--- config.mk ---
export PLATFORM = sky130hd
export DESIGN_NAME = krt_front
export DESIGN_NICKNAME = d
export VERILOG_FILES = /design/src/hdl/krt_pkg.sv /design/src/hdl/krt_front.sv
export SDC_FILE = /design/constraint.sdc
export NUM_CORES = 1
export LEC_CHECK = 0
export BUFFER_PORTS_ARGS = -buffer_cell sky130_fd_sc_hd__buf_2
export CAP_MARGIN = 10
export CORE_ASPECT_RATIO = 1.2
export CORE_MARGIN = 4
export CORE_UTILIZATION = 46
export DETAILED_ROUTE_END_ITERATION = 10
export PLACE_DENSITY = 0.85
export SYNTH_ARGS = -nofsm -noshare
export SYNTH_HDL_FRONTEND = slang
export SYNTH_SLANG_ARGS = --single-unit
--- constraint.sdc ---
create_clock -name clk -period 5.9 [get_ports clk]
set_input_delay 0.295 -clock clk [delete_from_list [all_inputs] [get_ports clk]]
set_output_delay 0.295 -clock clk [all_outputs]
set_load 0.01 [all_outputs]
--- src/hdl/krt_pkg.sv ---
// ----------------------------------------------------------------------------
// krt_pkg
// Shared types and codes of the keyed record table: commands, internal
// operations, result status codes and the queued command record.
// ----------------------------------------------------------------------------
`default_nettype none

package krt_pkg;

	localparam int CNT_W = 7;

	localparam logic [1:0] CMD_ADD = 2'd0;
	localparam logic [1:0] CMD_DEL = 2'd1;
	localparam logic [1:0] CMD_UPD = 2'd2;
	localparam logic [1:0] CMD_GET = 2'd3;

	localparam logic [2:0] ST_OK        = 3'd0;
	localparam logic [2:0] ST_FULL      = 3'd1;
	localparam logic [2:0] ST_DUP       = 3'd2;
	localparam logic [2:0] ST_GET_MISS  = 3'd3;
	localparam logic [2:0] ST_DEL_MISS  = 3'd4;
	localparam logic [2:0] ST_UPD_TAKEN = 3'd5;
	localparam logic [2:0] ST_UPD_MISS  = 3'd6;

	typedef enum logic [2:0] {
		OP_ADD     = 3'd0,
		OP_DEL     = 3'd1,
		OP_UPD_CHK = 3'd2,
		OP_UPD     = 3'd3,
		OP_GET     = 3'd4
	} op_t;

	typedef struct packed {
		op_t                op;
		logic signed [31:0] key;
		logic signed [31:0] new_key;
		logic [63:0]        payload;
	} cmd_t;

endpackage

`default_nettype wire

--- src/hdl/krt_front.sv ---
// ----------------------------------------------------------------------------
// krt_front
// Input stage: takes one command per transfer, decodes it into an internal
// operation and holds it in a register until the queue takes it.
// ----------------------------------------------------------------------------
`default_nettype none

module krt_front (
	input  wire logic               clk,
	input  wire logic               arst_n,
	input  wire logic               in_valid,
	output logic                    in_ready,
	input  wire logic [1:0]         cmd,
	input  wire logic signed [31:0] key,
	input  wire logic signed [31:0] new_key,
	input  wire logic [63:0]        payload,
	output logic                    q_valid,
	input  wire logic               q_ready,
	output krt_pkg::cmd_t           q_data
);

	logic          v_s1;
	krt_pkg::cmd_t cmd_s1;
	krt_pkg::cmd_t dec;

	always_comb begin
		dec.key = key;
		dec.new_key = new_key;
		dec.payload = payload;
		unique case (cmd)
			krt_pkg::CMD_ADD: dec.op = krt_pkg::OP_ADD;
			krt_pkg::CMD_DEL: dec.op = krt_pkg::OP_DEL;
			krt_pkg::CMD_UPD: dec.op = (new_key == key) ? krt_pkg::OP_UPD : krt_pkg::OP_UPD_CHK;
			krt_pkg::CMD_GET: dec.op = krt_pkg::OP_GET;
			default: dec.op = krt_pkg::OP_GET;
		endcase
	end

	assign in_ready = !v_s1 || q_ready;
	assign q_valid = v_s1;
	assign q_data = cmd_s1;

	always_ff @(posedge clk or negedge arst_n) begin
		if (!arst_n) begin
			v_s1 <= 1'b0;
		end else if (in_valid && in_ready) begin
			v_s1 <= 1'b1;
		end else if (q_ready) begin
			v_s1 <= 1'b0;
		end
	end

	always_ff @(posedge clk) begin
		if (in_valid && in_ready) begin
			cmd_s1 <= dec;
		end
	end

endmodule

`default_nettype wire

==> flow_summary_export.csv, run 1 <==
group,metric,value,unit
place,place.gp.congestion,0.7701,
floorplan,start_util,47.62,%
place,portBuffers,266,
place,dp_cells,569,
yosys,ys_ff_latch,132,
clock_network,cts_buffer_depth,2,
yosys,avgSynthCellArea,23.88,sq um
floorplan,ios,267,
clock_network,cts.sinks,132,
floorplan,rows,38,
yosys,syn_area,4347,sq um
clock_network,numCtsBuffers,17,
floorplan,die_h,114.5,um
outcome,error_line,"[ERROR RSZ-0060] Max buffer count reached.",
yosys,synth_cells,182,
yosys,yosysTopAreaCellShare,90.50,%
yosys,synth_fp_nets,316,
floorplan,die_w,96.74,um
yosys,synth.largest_area_cell,"edfxtp_1",
clock_network,cts.repair.resized,0,
yosys,ys_seq_area_share,91.08,%
outcome,status,"did not finish",
outcome,stop_stage,"clock tree synthesis (4_1_cts)",
clock_network,postCtsHoldBufs,121,
clock_network,htree_levels,4,
place,hpwl,7913,um
yosys,synthTopCellsByArea,"edfxtp_1 91%, xnor2_1 3.4%, xor2_1 3.0%",
clock_network,cts_setup_buffers,0,
yosys,yosysUniqueCellTypes,13,
clock_network,clock-root-buffer,"clkbuf_8",
yosys,ys_warn_count,0,
## through the flow
stage               hold WS (ps)  worst slack [ps]  cell area [sq um]  utilization [%]
floorplan                -0.5911              1779               4347                -
global placement           72.12              3574               5838            63.95
detailed placement         72.07              3480               5838            63.95
## logic make-up after synthesis
group                  count (synthesis)  share of synthesized area (%)
AO/OA/AOI/OAI                          1                         0.1440
XOR/XNOR                              32                          6.448
buffers and inverters                  1                        0.08627
flip-flops                           132                          91.08
AND/OR/NAND/NOR                       16                          2.245
## synth_stat cells (all sizes together)
| cell type | number |
|---|---|
| and2 | 2 |
| dfrtp | 1 |
| edfxtp | 131 |
| inv | 1 |
| nand2b | 2 |
| nand3 | 1 |
| nand4 | 5 |
| nor2b | 1 |
| nor3 | 1 |
| nor4 | 4 |
| o22ai | 1 |
| xnor2 | 17 |
| xor2 | 15 |
==> inputs of run 2 (changes only) <==
- CORE_ASPECT_RATIO: 1.2 -> default
- CORE_UTILIZATION: 46 -> 33
- PLACE_DENSITY: 0.85 -> default
- PLACE_DENSITY_LB_ADDON: default -> 0.15
==> run 2 against run 1 <==
  * The flow now finishes without violations
  * Synthesized cell count is the same
  * Synthesized area is the same
==> flow_summary_export.csv, run 2 <==
group,metric,value,unit
outcome,status,"finished, final reports clean",
sta,rsz0062_at_grt,"false",
yosys,async_flop_share,0.7576,%
clock_network,clock-root-buffer,"clkbuf_16",
global_route,grt_pass1_wl,14800,um
sta,min_period,2385,ps
floorplan,rows,41,
global_route,grt_max_degree,71,
floorplan,start_util,34.03,%
sta,timing.fmax,0.4193,GHz
yosys,synth.top_cells.by_count,"131 x edfxtp_1, 17 x xnor2_1, 15 x xor2_1, 5 x nand4_1, 4 x nor4_1",
route,drtIter0Drc,99,
place,dp_cells,621,
sta,setup-tns-final,0,ps
yosys,synth_edf_count,131,
sta,worstMarginPinSlew,906.2,ps
place,portBuffers,266,
power_and_ir_drop,ir_drop,0.0001449,V
worst_setup_path,worstRegToRegCells,3,
worst_setup_path,cp.required,5940,ps
yosys,yosysTopAreaCellShare,90.50,%
worst_setup_path,worstSetupPathType,"reg2reg",
sta,period_share,40.42,%
min_path,whs_path_depth,1,
global_route,antenna_found_initial,0,
finish,final_cell_mix,"266 x buf_2, 131 x edfxtp_1, 17 x xnor2_1, 17 x clkbuf_16, 15 x xor2_1",
yosys,synth_cells,182,
yosys,synth_top_family_by_area,"XOR/XNOR gates",
global_route,grtUsageTotal,13.66,%
clock_network,cts.sinks,132,
clock_network,cts_buffer_depth,2,
power_and_ir_drop,p_leak,2.732,nW
route,routed_wl,10520,um
yosys,synth.area.mux_share,0,%
worst_setup_path,start_kind,"flop",
finish,syn_to_final_growth,49.77,%
worst_setup_path,reg2reg_to,"q_data[103]",
place,place.gp.congestion,0.7131,
yosys,synth_compound_area_share,0.1439,%
run,drv_cap,0,
worst_setup_path,crit_arrival,2420,ps
worst_setup_path,cp_max_fo,70,
floorplan,core,12770,sq um
yosys,synth_ff_type,"edfxtp_1",
clock_network,numCtsBuffers,17,
clock_network,cts_tree,"yes",
power_and_ir_drop,p_per_area,359.5,nW/um^2
yosys,avgSynthCellArea,23.88,sq um
yosys,ys_warn_count,0,
yosys,synth.largest_area_cell,"edfxtp_1",
clock_network,cts.repair.resized,0,
finish,postLayoutCellArea,6510,sq um
route,vias,2710,
global_route,first_global_vias,2771,
min_path,min_from,"payload[58]",
route,first_pass_iters,4,
clock_network,cts_setup_buffers,0,
finish,layout-drive-gt1-share,61.20,%
route,antenna_left,0,
floorplan,ios,267,
yosys,yosysUniqueCellTypes,13,
route,drt-vias-per-instance,4.144,
yosys,ys_ff_latch,132,
yosys,syn_area,4347,sq um
yosys,yosysMostFrequentCell,"edfxtp_1",
sta,relSlewSlack,39.59,%
yosys,synth_fp_nets,316,
worst_setup_path,rr_startpoint,"q_valid",
floorplan,die_w,122.8,um
clock_network,cts.clk_slew.worst_paths,50,ps
floorplan,die_h,122.8,um
sta,finalMaxSlewViolations,0,
finish,largest_reg_flops,131,
finish,nNetsFinal,603,
global_route,grt_overflow_total,0,
finish,mostFrequentLayoutCell,"buf_2",
sta,fin_skew,3.353,ps
sta,finalHoldViolations,0,
yosys,synthTopCellsByArea,"edfxtp_1 91%, xnor2_1 3.4%, xor2_1 3.0%",
yosys,synth_xor_area_share,6.448,%
clock_network,clk_latency,400,ps
worst_setup_path,crit_start,"q_valid",
worst_setup_path,r2r_slack,3510,ps
sta,finalSetupViolCount,0,
floorplan,dieArea,15070,sq um
finish,n_antenna_cell,0,
yosys,synthSimpleGateAreaFrac,2.245,%
sta,hold_ws,60.65,ps
worst_setup_path,worstSetupEndpoint,"q_data[103]",
finish,fin_cells,654,
yosys,synthAdderAreaFrac,0,%
yosys,ys_seq_area_share,91.08,%
route,wl_per_cell,16.08,um
route,drc,0,
worst_setup_path,crit_path_end_kind,"flop",
place,hpwl,8137,um
clock_network,htree_levels,4,
place,placed_area,5903,sq um
min_path,min_path_type,"in2reg",
-- run 2: cell type report --
| type | count | area [sq um] |
|---|---|---|
| repair buffers | 268 | 1349 |
| inverters | 1 | 3.754 |
| clock inverters | 13 | 163.9 |
| flip-flops and latches | 132 | 3959 |
| fillers | 1100 | 6264 |
| multi-input cells | 49 | 386.6 |
| clock buffers | 19 | 432.9 |
| well taps | 172 | 215.2 |
-- run 2: power breakdown --
| part | total [mW] | internal (mW) | switching [mW] |
|---|---|---|---|
| Clock | 1.06 | 0.697 | 0.360 |
| Sequential | 1.11 | 1.10 | 0.0105 |
| Combinational | 0.176 | 0.0775 | 0.0988 |
-- run 2: metrics by stage --
stage          setup slack, ps  utilization [%]  power [mW]
6_report                  3515            50.96       2.340
2_1_floorplan             1779                -       1.198
3_3_place_gp              3503            46.21       1.303
4_1_cts                   3459            50.96       2.372
5_1_grt                   3275            50.96       2.435
3_5_place_dp              3442            46.21       1.306
-- run 2: timing repair --
| action | 4_1_cts | 5_1_grt |
|---|---|---|
| hold endpoints to repair | 1 | 0 |
| hold buffers | 1 | 0 |
| setup endpoints to repair | 0 | 0 |
-- run 2: per-layer routing --
layer | part of all wire (%) | track usage [%] | vias to the layer above
met5 | 0 | 0 | -
met4 | 2.9 | 8.188 | 0
met3 | 15 | 7.373 | 21
met2 | 48 | 21.80 | 179
met1 | 34 | 14.14 | 1225
li1 | - | - | 1285
-- run 2: worst min path at each step --
stage,endpoint,slack [ps]
final,q_data[58],60
after global routing,q_data[38],30
after CTS,q_data[17],30
after detailed placement,q_valid,70
after global placement,q_valid,70
after floorplan,q_valid,-0.6
-- run 2: cells by family (layout without fill, tap and decap cells) --
kind of cell / after synthesis / after routing
buf+inv: 1 / 301
xor+xnor: 32 / 32
compound gates: 1 / 1
simple gates: 16 / 16
flops: 132 / 132
-- run 2: critical path, stage by stage (launching register included) --
cell and delay (ps):
dfrtp_1 370, nand2b_1 110, and2_4 750, buf_4 720
No activity file was read; power rests on OpenSTA's default activity.
