File: src/hdl/krt_pkg.sv
// ----------------------------------------------------------------------------
// krt_pkg
// Shared types and codes of the keyed record table: commands, internal
// operations, result status codes and the queued command record.
// ----------------------------------------------------------------------------
`default_nettype none

package krt_pkg;

	localparam int CNT_W = 7;

	localparam logic [1:0] CMD_ADD = 2'd0;
	localparam logic [1:0] CMD_DEL = 2'd1;
	localparam logic [1:0] CMD_UPD = 2'd2;
	localparam logic [1:0] CMD_GET = 2'd3;

	localparam logic [2:0] ST_OK        = 3'd0;
	localparam logic [2:0] ST_FULL      = 3'd1;
	localparam logic [2:0] ST_DUP       = 3'd2;
	localparam logic [2:0] ST_GET_MISS  = 3'd3;
	localparam logic [2:0] ST_DEL_MISS  = 3'd4;
	localparam logic [2:0] ST_UPD_TAKEN = 3'd5;
	localparam logic [2:0] ST_UPD_MISS  = 3'd6;

	typedef enum logic [2:0] {
		OP_ADD     = 3'd0,
		OP_DEL     = 3'd1,
		OP_UPD_CHK = 3'd2,
		OP_UPD     = 3'd3,
		OP_GET     = 3'd4
	} op_t;

	typedef struct packed {
		op_t                op;
		logic signed [31:0] key;
		logic signed [31:0] new_key;
		logic [63:0]        payload;
	} cmd_t;

endpackage

`default_nettype wire

File: src/hdl/krt_fifo.sv
// ----------------------------------------------------------------------------
// krt_fifo
// Two-entry command queue between the decoder and the table engine.
// ----------------------------------------------------------------------------
`default_nettype none

module krt_fifo (
	input  wire logic          clk,
	input  wire logic          arst_n,
	input  wire logic          wr_valid,
	output logic               wr_ready,
	input  wire krt_pkg::cmd_t wr_data,
	output logic               rd_valid,
	input  wire logic          rd_ready,
	output krt_pkg::cmd_t      rd_data
);

	krt_pkg::cmd_t ent_q [2];
	logic          wr_ptr_q;
	logic          rd_ptr_q;
	logic [1:0]    fill_q;
	logic          push;
	logic          pop;

	assign wr_ready = (fill_q != 2'd2);
	assign rd_valid = (fill_q != 2'd0);
	assign rd_data = ent_q[rd_ptr_q];
	assign push = wr_valid && wr_ready;
	assign pop = rd_valid && rd_ready;

	always_ff @(posedge clk or negedge arst_n) begin
		if (!arst_n) begin
			wr_ptr_q <= 1'b0;
			rd_ptr_q <= 1'b0;
			fill_q <= 2'd0;
		end else begin
			if (push) begin
				wr_ptr_q <= !wr_ptr_q;
			end
			if (pop) begin
				rd_ptr_q <= !rd_ptr_q;
			end
			if (push && !pop) begin
				fill_q <= fill_q + 2'd1;
			end else if (pop && !push) begin
				fill_q <= fill_q - 2'd1;
			end
		end
	end

	always_ff @(posedge clk) begin
		if (push) begin
			ent_q[wr_ptr_q] <= wr_data;
		end
	end

endmodule

`default_nettype wire

File: config.mk
export PLATFORM = sky130hd
export DESIGN_NAME = krt_fifo
export DESIGN_NICKNAME = d
export VERILOG_FILES = /design/src/hdl/krt_pkg.sv /design/src/hdl/krt_fifo.sv
export SDC_FILE = /design/constraint.sdc
export NUM_CORES = 1
export LEC_CHECK = 0
export BUFFER_PORTS_ARGS = -buffer_cell sky130_fd_sc_hd__buf_2
export CAP_MARGIN = 0
export CORE_MARGIN = 8
export CORE_UTILIZATION = 40
export CTS_CLUSTER_SIZE = 40
export DETAILED_ROUTE_END_ITERATION = 10
export PLACE_DENSITY_LB_ADDON = 0.12
export SLEW_MARGIN = 20
export SYNTH_ARGS = -nofsm -noshare
export SYNTH_HDL_FRONTEND = slang
export SYNTH_SLANG_ARGS = --single-unit
export TNS_END_PERCENT = 20
File: constraint.sdc
create_clock -name clk -period 9 [get_ports clk]
set_clock_uncertainty 0.15 [all_clocks]
set_input_delay 1.8 -clock clk [delete_from_list [all_inputs] [get_ports clk]]
set_output_delay 1.8 -clock clk [all_outputs]
set_load 0.02 [all_outputs]
# Yosys cells after proc, flatten, opt, wreduce, memory -nomap -nowiden
# Memories as Yosys holds them, arrays and structs flattened.
# Index checks and enable logic that the tools add are counted.
# totals
inputBits,135
ff_bits,4
ram_bits,262
memories,1
elab_cells,21
out_inout_bits,133
# classes
n_reduce_logical,10
muxes,4
add_sub_neg,2
eq_ne,1
# mem_list
memory,depth,word_bits,rd,rd_ports_with_merged_regs,wr,line,source
ent_q,2,131,1,0,1,krt_fifo.sv:18,krt_pkg::cmd_t ent_q [2];
# op_table
operator,count
$logic_and A1 B1 Y1,4
$logic_not A1 Y1,4
$mux W2,2
$reduce_bool A2 Y1,2
$add A2 B1 Y2 const B,1
$mux W1,2
$ne A2 B2 Y1 const B,1
$sub A2 B1 Y2 const B,1

# Depth between registers and ports, before layout
# Gate-level depths: netlist of run 1.
# logic_depth
depth_word,6
ltp_mapped,7
depth_no_buf,7

# Least setup slack after synthesis of run 1
# OpenSTA, ideal clock, no wires.
# synth_timing
path_type,in2reg
from,input wr_valid
to,"memory ent_q[0][0] (netlist name), enable pin"
setup_ns,0.623
path_buffers,0
path_slack_ns,0.888
stages,2
t_arrival_ns,7.339
cell_sequence,nand2_1 nor2_1
# synth_between
elab_chain_len,3
# synth_rtl
item,line,source
start: declaration,krt_fifo.sv:10,"input wire logic wr_valid,"
$logic_and A1 B1 Y1,krt_fifo.sv:28,assign push = wr_valid && wr_ready;
$mux W1,krt_fifo.sv:52,if (push) begin
$mux W1 (not written as such),krt_fifo.sv:53,ent_q[wr_ptr_q] <= wr_data;
end: declaration,krt_fifo.sv:18,
# No other way between the ends.

==> qor.yml, run 1 <==
status: "complete, no violations"
powerDensity_nw_per_um2: 349.4
num_vias: 4981
track_usage: 0.1300
grt_pass1_wl_um: 31020
hp-class: "flip-flop to flip-flop"
drc: 0
required_ns: 7.05
core_area_um2: 24820
ff2ff_setup_slack_ns: 6.05
clkTransAtPathRegs_ns: 0.06
end_kind: "output port"
rsz0062_at_grt: "no"
start_util: 0.4020
synth.distinct_cells: 16
cts_tree: "built"
post_drt_wl_per_cell_um: 19.12
io_pins: 268
ir_drop_uv: 218.8
max-cap-violations: 0
drive_gt1_frac: 0.6085
ant_nets: 0
synth.cell_area_um2: 9978
gp_congestion: 0.7462
dp_hpwl_um: 13770
post_cts_buffers: 0
wl_um: 20410
io_buffers: 267
numCtsBuffers: 28
die_width_um: 173.9
ys_warn_count: 0
power.leakage_nw: 4.902
avgViaCountPerCell: 4.668
setup_viol: 0
dieArea_um2: 30260
grt_pass1_vias: 5491
critPathArrivalTime_ns: 2.67
clockBufferDepth: 3
regArea_um2: 7971
hold_buffers: 0
die_h_um: 173.9
hold_viol: 0
cts_sinks: 266
timing.final.crit_share: 0.5131
worst-path-max-fanout: 54
critical_path_class: "flip-flop to output port"
cts_resized: 0
clockRootBuffer: "clkbuf_16"
fmax_mhz: 216.5
antenna_found_initial: 5
multi_input_area_um2: 1878
grt_max_degree: 75
slew_viol_final: 0
dr.pass1.iters: 4
first_iter_violations: 223
fin_total_pwr_mw: 4.393
finalNetCount: 849
syn_avg_cell_area_um2: 23.42
seq_area_frac_synth: 0.7985
rows: 58
finalCriticalPeriod_ns: 4.618
h-tree-depth: 1
cp-start-kind: "flip-flop"
worstMarginPinSlew_ns: 1.077
setup_tns_ns: 0
clkLatencyLatePin_ns: 0.52
fillerInstances: 2082
holdWs_ns: 0.3494
syn_nets: 562
syn_inst: 426
ys_ff_latch: 266
gr-total-overflow: 0
slew_headroom: 0.2823
syn_to_final_growth_pct: 26.02
layer usage:
layer	GRT usage	part of all wire	vias up
li1	-	-	2277
met3	0.05120	0.10	36
met5	0	0.0013	-
met1	0.1644	0.42	2447
met2	0.2041	0.46	217
met4	0.03812	0.021	4
state kept, by name (all words and copies together), names as in the netlist:
register / flops
rd_ptr_q: 1
wr_ptr_q: 1
ent_q: 262
fill_q: 2
critical path: stages, from the launching register on:
cell and delay, ns:
dfrtp_4 0.68, buf_4 0.80, mux2_2 0.41, buf_2 0.16
placed cells by master, fill, tap and decap left out:
cell type / count
mux2_2: 51
mux2_4: 80
clkbuf_16: 29
bufinv_16: 4
clkbuf_1: 2
clkinv_1: 9
or2_2: 1
buf_4: 5
dfrtp_4: 1
nor2_4: 1
nand2b_1: 1
inv_1: 1
xor2_1: 2
nand2_1: 2
and3_4: 1
clkinv_2: 3
dfrtp_1: 3
ha_1: 1
buf_2: 267
diode_2: 4
nor2_1: 1
xnor2_1: 3
edfxtp_1: 262
clkinvlp_4: 3
worst paths after layout:
check	from	to	cells past startpoint
min reg2reg	fill_q[1]	fill_q[1]	1
min	fill_q[1]	fill_q[1]	1
min in group asynchronous	arst_n	rd_ptr_q	1
max reg2reg	fill_q[0]	ent_q[1][50]	3
max in group asynchronous	arst_n	rd_ptr_q	1
max	rd_ptr_q	rd_data[122]	3
cells in the mapped netlist:
library cell,instances,area [µm²]
inv_1,1,3.750
buf_6,9,101.4
buf_8,1,15.01
nor2_1,2,7.510
xnor2_1,3,26.28
xor2_1,2,17.52
dfrtp_1,4,100.1
nand2b_1,1,6.260
ha_1,1,12.51
buf_2,5,25.02
or2_2,1,6.260
mux2_2,51,574.3
and3_1,1,6.260
edfxtp_1,262,7868
nand2_1,2,7.510
mux2_4,80,1201
kinds of logic (layout without fill, tap and decap cells):
| logic type | after synthesis | after routing | share of synthesized area |
|---|---|---|---|
| xor gates and xnor gates | 5 | 5 | 0.004390 |
| other | 0 | 4 | 0 |
| buffers and inverters | 16 | 323 | 0.01454 |
| and+or+nand+nor | 7 | 7 | 0.003387 |
| adders and majority gates | 1 | 1 | 0.001254 |
| muxes | 131 | 131 | 0.1779 |
| DFF | 266 | 266 | 0.7985 |
final cells by class:
| class | instances | share of cell area |
|---|---|---|
| Clock inverter | 19 | 0.01522 |
| Sequential cell | 266 | 0.6339 |
| Inverter | 1 | 0.0002985 |
| Clock buffer | 31 | 0.05831 |
| Tap cell | 330 | 0.03284 |
| Antenna cell | 4 | 0.0007960 |
| Multi-Input combinational cell | 144 | 0.1494 |
| Timing Repair Buffer | 272 | 0.1093 |
per-stage QoR:
stage / setup WS, ns / utilization / instance area (µm²) / instances
6_report: 4.382 / 0.5067 / 12570 / 1067
5_1_grt: 4.233 / 0.5065 / 12570 / 1065
4_1_cts: 4.321 / 0.5063 / 12560 / 1063
3_5_place_dp: 4.760 / 0.4690 / 11640 / 1013
3_3_place_gp: 4.816 / 0.4690 / 11640 / 1013
2_1_floorplan: 0.8884 / - / 9978 / 426
power breakdown:
| group | total (mW) | switching [mW] | internal [mW] |
|---|---|---|---|
| sequential | 1.79 | 0.0878 | 1.70 |
| combinational | 1.47 | 0.864 | 0.610 |
| clock | 1.13 | 0.437 | 0.695 |
No activity file was read; power rests on OpenSTA's default activity.
==> run 2: changes to the inputs <==
==> constraint.sdc (replaced) <==
create_clock -name clk -period 3.7 [get_ports clk]
set_clock_uncertainty 0.15 [all_clocks]
set_input_delay 0.74 -clock clk [delete_from_list [all_inputs] [get_ports clk]]
set_output_delay 0.74 -clock clk [all_outputs]
set_load 0.02 [all_outputs]
==> qor.yml, run 2 (synthesis results as in run 1) <==
hold_viol: 0  # unchanged
die_h_um: 173.9  # unchanged
avgViaCountPerCell: 4.602  # -1.4%
stdcell_area_um2: 12630  # +0.48%
drive_gt1_frac: 0.6087  # about the same
wl_um: 20420  # about the same
required_ns: 2.81  # -4.24 ns
cts_tree: "built"
max-cap-violations: 0  # unchanged
fin_util: 0.5091  # +0.002419
wl_met3_um: 2343  # +13%
io_pins: 268  # unchanged
track_usage: 0.1307  # +0.0007568
dieArea_um2: 30260  # unchanged
core_area_um2: 24820  # unchanged
clkLatencyLatePin_ns: 0.52  # about the same
powerDensity_nw_per_um2: 840.2  # +140%
dp_hpwl_um: 14380  # +4.4%
setup_viol: 0  # unchanged
top_register: "ent_q"
worst-path-max-fanout: 41  # -24%
num_vias: 4920  # -1.2%
h-tree-depth: 1  # unchanged
rsz0062_at_grt: "no"
critical_path_class: "flip-flop to output port"
dr.pass1.iters: 4  # unchanged
die_width_um: 173.9  # unchanged
end_kind: "output port"
largest_reg_flops: 262  # unchanged
slew_viol_final: 0  # unchanged
met2_wirelength_um: 9433  # +1.4%
drc: 0  # unchanged
cts_sinks: 266  # unchanged
clockRootBuffer: "clkbuf_16"
cp-start-kind: "flip-flop"
syn_to_final_growth_pct: 26.62
slew_headroom: 0.5893  # +0.3070
rows: 58  # unchanged
layout_commonest_cell: "buf_2"
gr-total-overflow: 0  # unchanged
reg2reg_depth: 3  # unchanged
first_iter_violations: 246  # +10%
cts_resized: 0  # unchanged
critPathArrivalTime_ns: 2.18  # -0.49 ns
layout_common_cells: "buf_2 (267), edfxtp_1 (262), mux2_4 (80)"
grt_pass1_wl_um: 31380  # +1.2%
finalCriticalPeriod_ns: 3.068
clockBufferDepth: 3  # unchanged
status: "complete, no violations"
numCtsBuffers: 29  # +3.6%
fmax_mhz: 326.0
reg_top3: "ent_q: 262 flops, fill_q: 2 flops"
antenna_found_initial: 9  # +4
hp-class: "input pin to flip-flop"
timing.final.crit_share: 0.8292
power.leakage_nw: 4.932  # +0.61%
grt_max_degree: 66  # -12%
ir_drop_uv: 415.1  # +90%
clkTransAtPathRegs_ns: 0.06  # about the same
drt-met1-wl_um: 8226  # -4.2%
highest_layer: "met5"
hold_path_depth: 1  # unchanged
post_drt_wl_per_cell_um: 19.10  # -0.10%
grt_pass1_vias: 5513  # +0.40%
finalNetCount: 855  # +0.71%
io_buffers: 267  # unchanged
hold_buffers: 1  # +1
place_area_um2: 11760  # +1.0%
post_cts_buffers: 0  # unchanged
worstMarginPinSlew_ns: 0.6161  # -0.4605 ns
gp_congestion: 0.7128  # -4.5%
start_util: 0.4020  # unchanged
ant_nets: 0  # unchanged
[run 2: changes by cell type in the layout (fill, tap and decap cells not counted)]
cell / previous run / this run
buf_12: 0 / 7
buf_4: 5 / 2
bufinv_16: 4 / 2
clkbuf_1: 2 / 4
clkinv_1: 9 / 7
clkinv_2: 3 / 5
clkinvlp_4: 3 / 1
diode_2: 4 / 3
dlygate4sd3_1: 0 / 1
[run 2: per-layer routing]
layer | GRT usage | up-vias
li1 | - | 2286
met1 | 0.1543 | 2378
met2 | 0.2100 | 202
met3 | 0.06617 | 44
met4 | 0.03171 | 10
met5 | 0 | -
[run 2: worst paths after layout]
kind | from | end | slack, ns
setup reg to reg | fill_q[0] | ent_q[1][88] | 1.52
min in group asynchronous | arst_n | rd_ptr_q | 0.44
hold / removal | wr_data[16] | ent_q[0][16] | 0.25
setup / recovery | rd_ptr_q | rd_data[92] | 0.63
max in group asynchronous | arst_n | rd_ptr_q | 2.82
hold reg to reg | fill_q[1] | fill_q[1] | 0.38
[run 2: critical path: stages (launching register included)]
cell and delay, ns:
dfrtp_4 0.74, buf_12 0.35, mux2_4 0.34, buf_2 0.16
[run 2: area by class of cell]
type,instances,area (µm²)
Multi-Input combinational cell,144,1878
Antenna cell,3,7.507
Fill cell,2090,12180
Timing Repair Buffer,277,1501
Tap cell,330,412.9
Clock buffer,33,740.7
Clock inverter,15,118.9
Inverter,1,3.754
Sequential cell,266,7971
[run 2: through the flow]
stage                     power, mW  std cells  hold slack [ns]  setup WS (ns)  setup TNS [ns]
after floorplan               7.052        426           0.2944        -0.7456          -97.68
after global placement        8.106       1017           0.3221          1.187               0
after detailed placement      8.174       1017           0.3563          1.160               0
after CTS                     10.82       1066           0.2234         0.5856               0
after global routing          11.14       1069           0.2269         0.5514               0
final                         10.62       1069           0.2501         0.6321               0
[run 2: where the power goes]
part / total (mW) / internal [mW] / switching, mW
combinational: 3.67 / 1.57 / 2.10
sequential: 4.35 / 4.12 / 0.232
clock: 2.60 / 1.55 / 1.05
total: 10.6 / 7.24 / 3.38
==> run 3: changes to the inputs <==
==> constraint.sdc (replaced) <==
create_clock -name clk -period 2.5 [get_ports clk]
set_clock_uncertainty 0.15 [all_clocks]
set_input_delay 0.5 -clock clk [delete_from_list [all_inputs] [get_ports clk]]
set_output_delay 0.5 -clock clk [all_outputs]
set_load 0.02 [all_outputs]
==> qor.yml, run 3 (synthesis results as in run 1) <==
status: "complete, but fails checks"
failed_checks: "negative setup slack"
worstMarginPinSlew_ns: 0.4939  # -0.1222 ns
core_area_um2: 24820  # unchanged
critPathArrivalTime_ns: 1.90  # -0.28 ns
hold_viol: 0  # unchanged
reg2reg_to: "ent_q[1][82]"
post_cts_buffers: 0  # unchanged
setup_viol: 68  # +68
drc: 0  # unchanged
ir_drop_uv: 703.6  # +69%
slew_headroom: 0.6708  # +0.08147
rsz0062_at_grt: "yes"
finalCriticalPeriod_ns: 2.548
reg2reg_depth: 3  # unchanged
io_pins: 268  # unchanged
wl_um: 21020  # +2.9%
gp_congestion: 0.7180  # +0.73%
grt_max_degree: 85  # +29%
layout_commonest_cell: "edfxtp_1"
grt_pass1_vias: 5695  # +3.3%
end_kind: "output port"
clkTransAtPathRegs_ns: 0.06  # about the same
rows: 58  # unchanged
crit_cells: 3  # unchanged
endpoint: "rd_data[14]"
r2r_start: "fill_q[0]"
fmax_mhz: 392.5
highest_layer: "met5"
cts_tree: "built"
io_buffers: 267  # unchanged
powerDensity_nw_per_um2: 1217  # +45%
dieArea_um2: 30260  # unchanged
ant_nets: 0  # unchanged
dr.pass1.iters: 4  # unchanged
crit_family: "flip-flops"
cts_sinks: 266  # unchanged
clkLatencyLatePin_ns: 0.52  # about the same
slew_viol_final: 0  # unchanged
fillerInstances: 2068  # -1.1%
clockBufferDepth: 3  # unchanged
ff2ff_setup_slack_ns: 0.63  # -0.89 ns
post_drt_wl_per_cell_um: 18.92  # -0.97%
start_util: 0.4020  # unchanged
grt_pass1_wl_um: 31680  # +0.94%
slowest_delay_ns: 0.47  # -0.27 ns
hp-start: "wr_data[128]"
crit_buf_inv: 2  # unchanged
setup_ws_ns: -0.04787  # -0.6800 ns
h-tree-depth: 1  # unchanged
timing.final.crit_share: 1.019
num_vias: 5139  # +4.5%
worst-path-max-fanout: 53  # +29%
gr-total-overflow: 0  # unchanged
largest_reg_flops: 262  # unchanged
multi_input_area_um2: 1897  # +1.0%
hp-class: "input pin to flip-flop"
drive_gt1_frac: 0.5777  # -0.03103
met2_wirelength_um: 9639  # +2.2%
max-cap-violations: 0  # unchanged
wl_met3_um: 2042  # -13%
finalNetCount: 896  # +4.8%
reg_top3: "ent_q: 262 flops, fill_q: 2 flops"
layout_common_cells: "edfxtp_1 (262), buf_2 (254), mux2_4 (81)"
die_h_um: 173.9  # unchanged
antenna_found_initial: 4  # -5
dp_hpwl_um: 14380  # about the same
first_iter_violations: 212  # -14%
die_width_um: 173.9  # unchanged
power.leakage_nw: 5.164  # +4.7%
top_register: "ent_q"
clockRootBuffer: "clkbuf_16"
drt-met1-wl_um: 8906  # +8.3%
cp-start-kind: "flip-flop"
track_usage: 0.1323  # +0.001592
required_ns: 1.85  # -0.96 ns
avgViaCountPerCell: 4.626  # +0.50%
cpMaxStageDelayCell: "dfrtp_4"
critPathLaunch: "rd_ptr_q"
setup_tns_ns: -1.475  # -1.475 ns
crit_chain: "buf_16 > mux2_2 > buf_2"
fin_util: 0.5319  # +0.02279
numCtsBuffers: 27  # -6.9%
syn_to_final_growth_pct: 32.29
regArea_um2: 7971  # unchanged
critical_path_class: "flip-flop to output port"
[run 3: cell count changes in the layout (fill, tap and decap cells not counted), sizes merged]
cell,before,now
dlygate4sd3,1,45
bufinv,2,4
clkbuf,33,31
buf,276,275
diode,3,2
[run 3: power by group]
group	leakage [nW]	internal (mW)	switching (mW)
combinational	2.26	2.51	3.26
clock	0.427	2.38	1.57
sequential	2.48	6.10	0.260
total	5.16	11.0	5.09
[run 3: layer usage]
| metal | track usage | vias up |
|---|---|---|
| li1 | - | 2371 |
| met1 | 0.1644 | 2515 |
| met2 | 0.2090 | 212 |
| met3 | 0.05750 | 37 |
| met4 | 0.03491 | 4 |
| met5 | 0 | - |
[run 3: cell type report]
type / count / share of cell area
Inverter: 1 / 0.0002844
Antenna cell: 2 / 0.0003791
Multi-Input combinational cell: 144 / 0.1437
Timing Repair Buffer: 320 / 0.1542
Clock buffer: 31 / 0.05232
Clock inverter: 17 / 0.01393
Sequential cell: 266 / 0.6039
Tap cell: 330 / 0.03128
[run 3: worst register-to-register path, delay by kind of cell, from the launching register on]
kind | cells | cell delay [ns]
DFF | 1 | 0.41
and+or+nand+nor | 2 | 0.63
buffers and inverters | 1 | 0.31
[run 3: timing repair]
item | in CTS | in global routing
gates resized for setup | 18 | 10
cloned | 0 | 0
hold buffers | 40 | 5
endpoints found under the setup margin | 99 | 109
endpoints found under the hold margin | 81 | 9
[run 3: worst min-delay path by stage]
| stage | to | slack, ns | depth (start not counted) |
|---|---|---|---|
| floorplan | fill_q[0] | 0.05 | 0 |
| global placement | fill_q[1] | 0.18 | 1 |
| detailed placement | fill_q[1] | 0.18 | 1 |
| CTS | ent_q[0][94] | 0.0002 | 1 |
| global route | ent_q[0][74] | 0.0004 | 1 |
| finish | ent_q[1][128] | 0.02 | 1 |
[run 3: stage by stage]
step | setup slack, ns | hold WS, ns | area (µm²) | std cells | power, mW
floorplan | -0.6594 | 0.05441 | 10000 | 426 | 10.41
global placement | 0.4902 | 0.1777 | 11780 | 1016 | 12.04
detailed placement | 0.4717 | 0.1833 | 11780 | 1016 | 12.13
CTS | -0.08505 | 0.0001639 | 13110 | 1104 | 16.27
global route | -0.1156 | 0.0004057 | 13200 | 1111 | 16.81
finish | -0.04787 | 0.02128 | 13200 | 1111 | 16.07
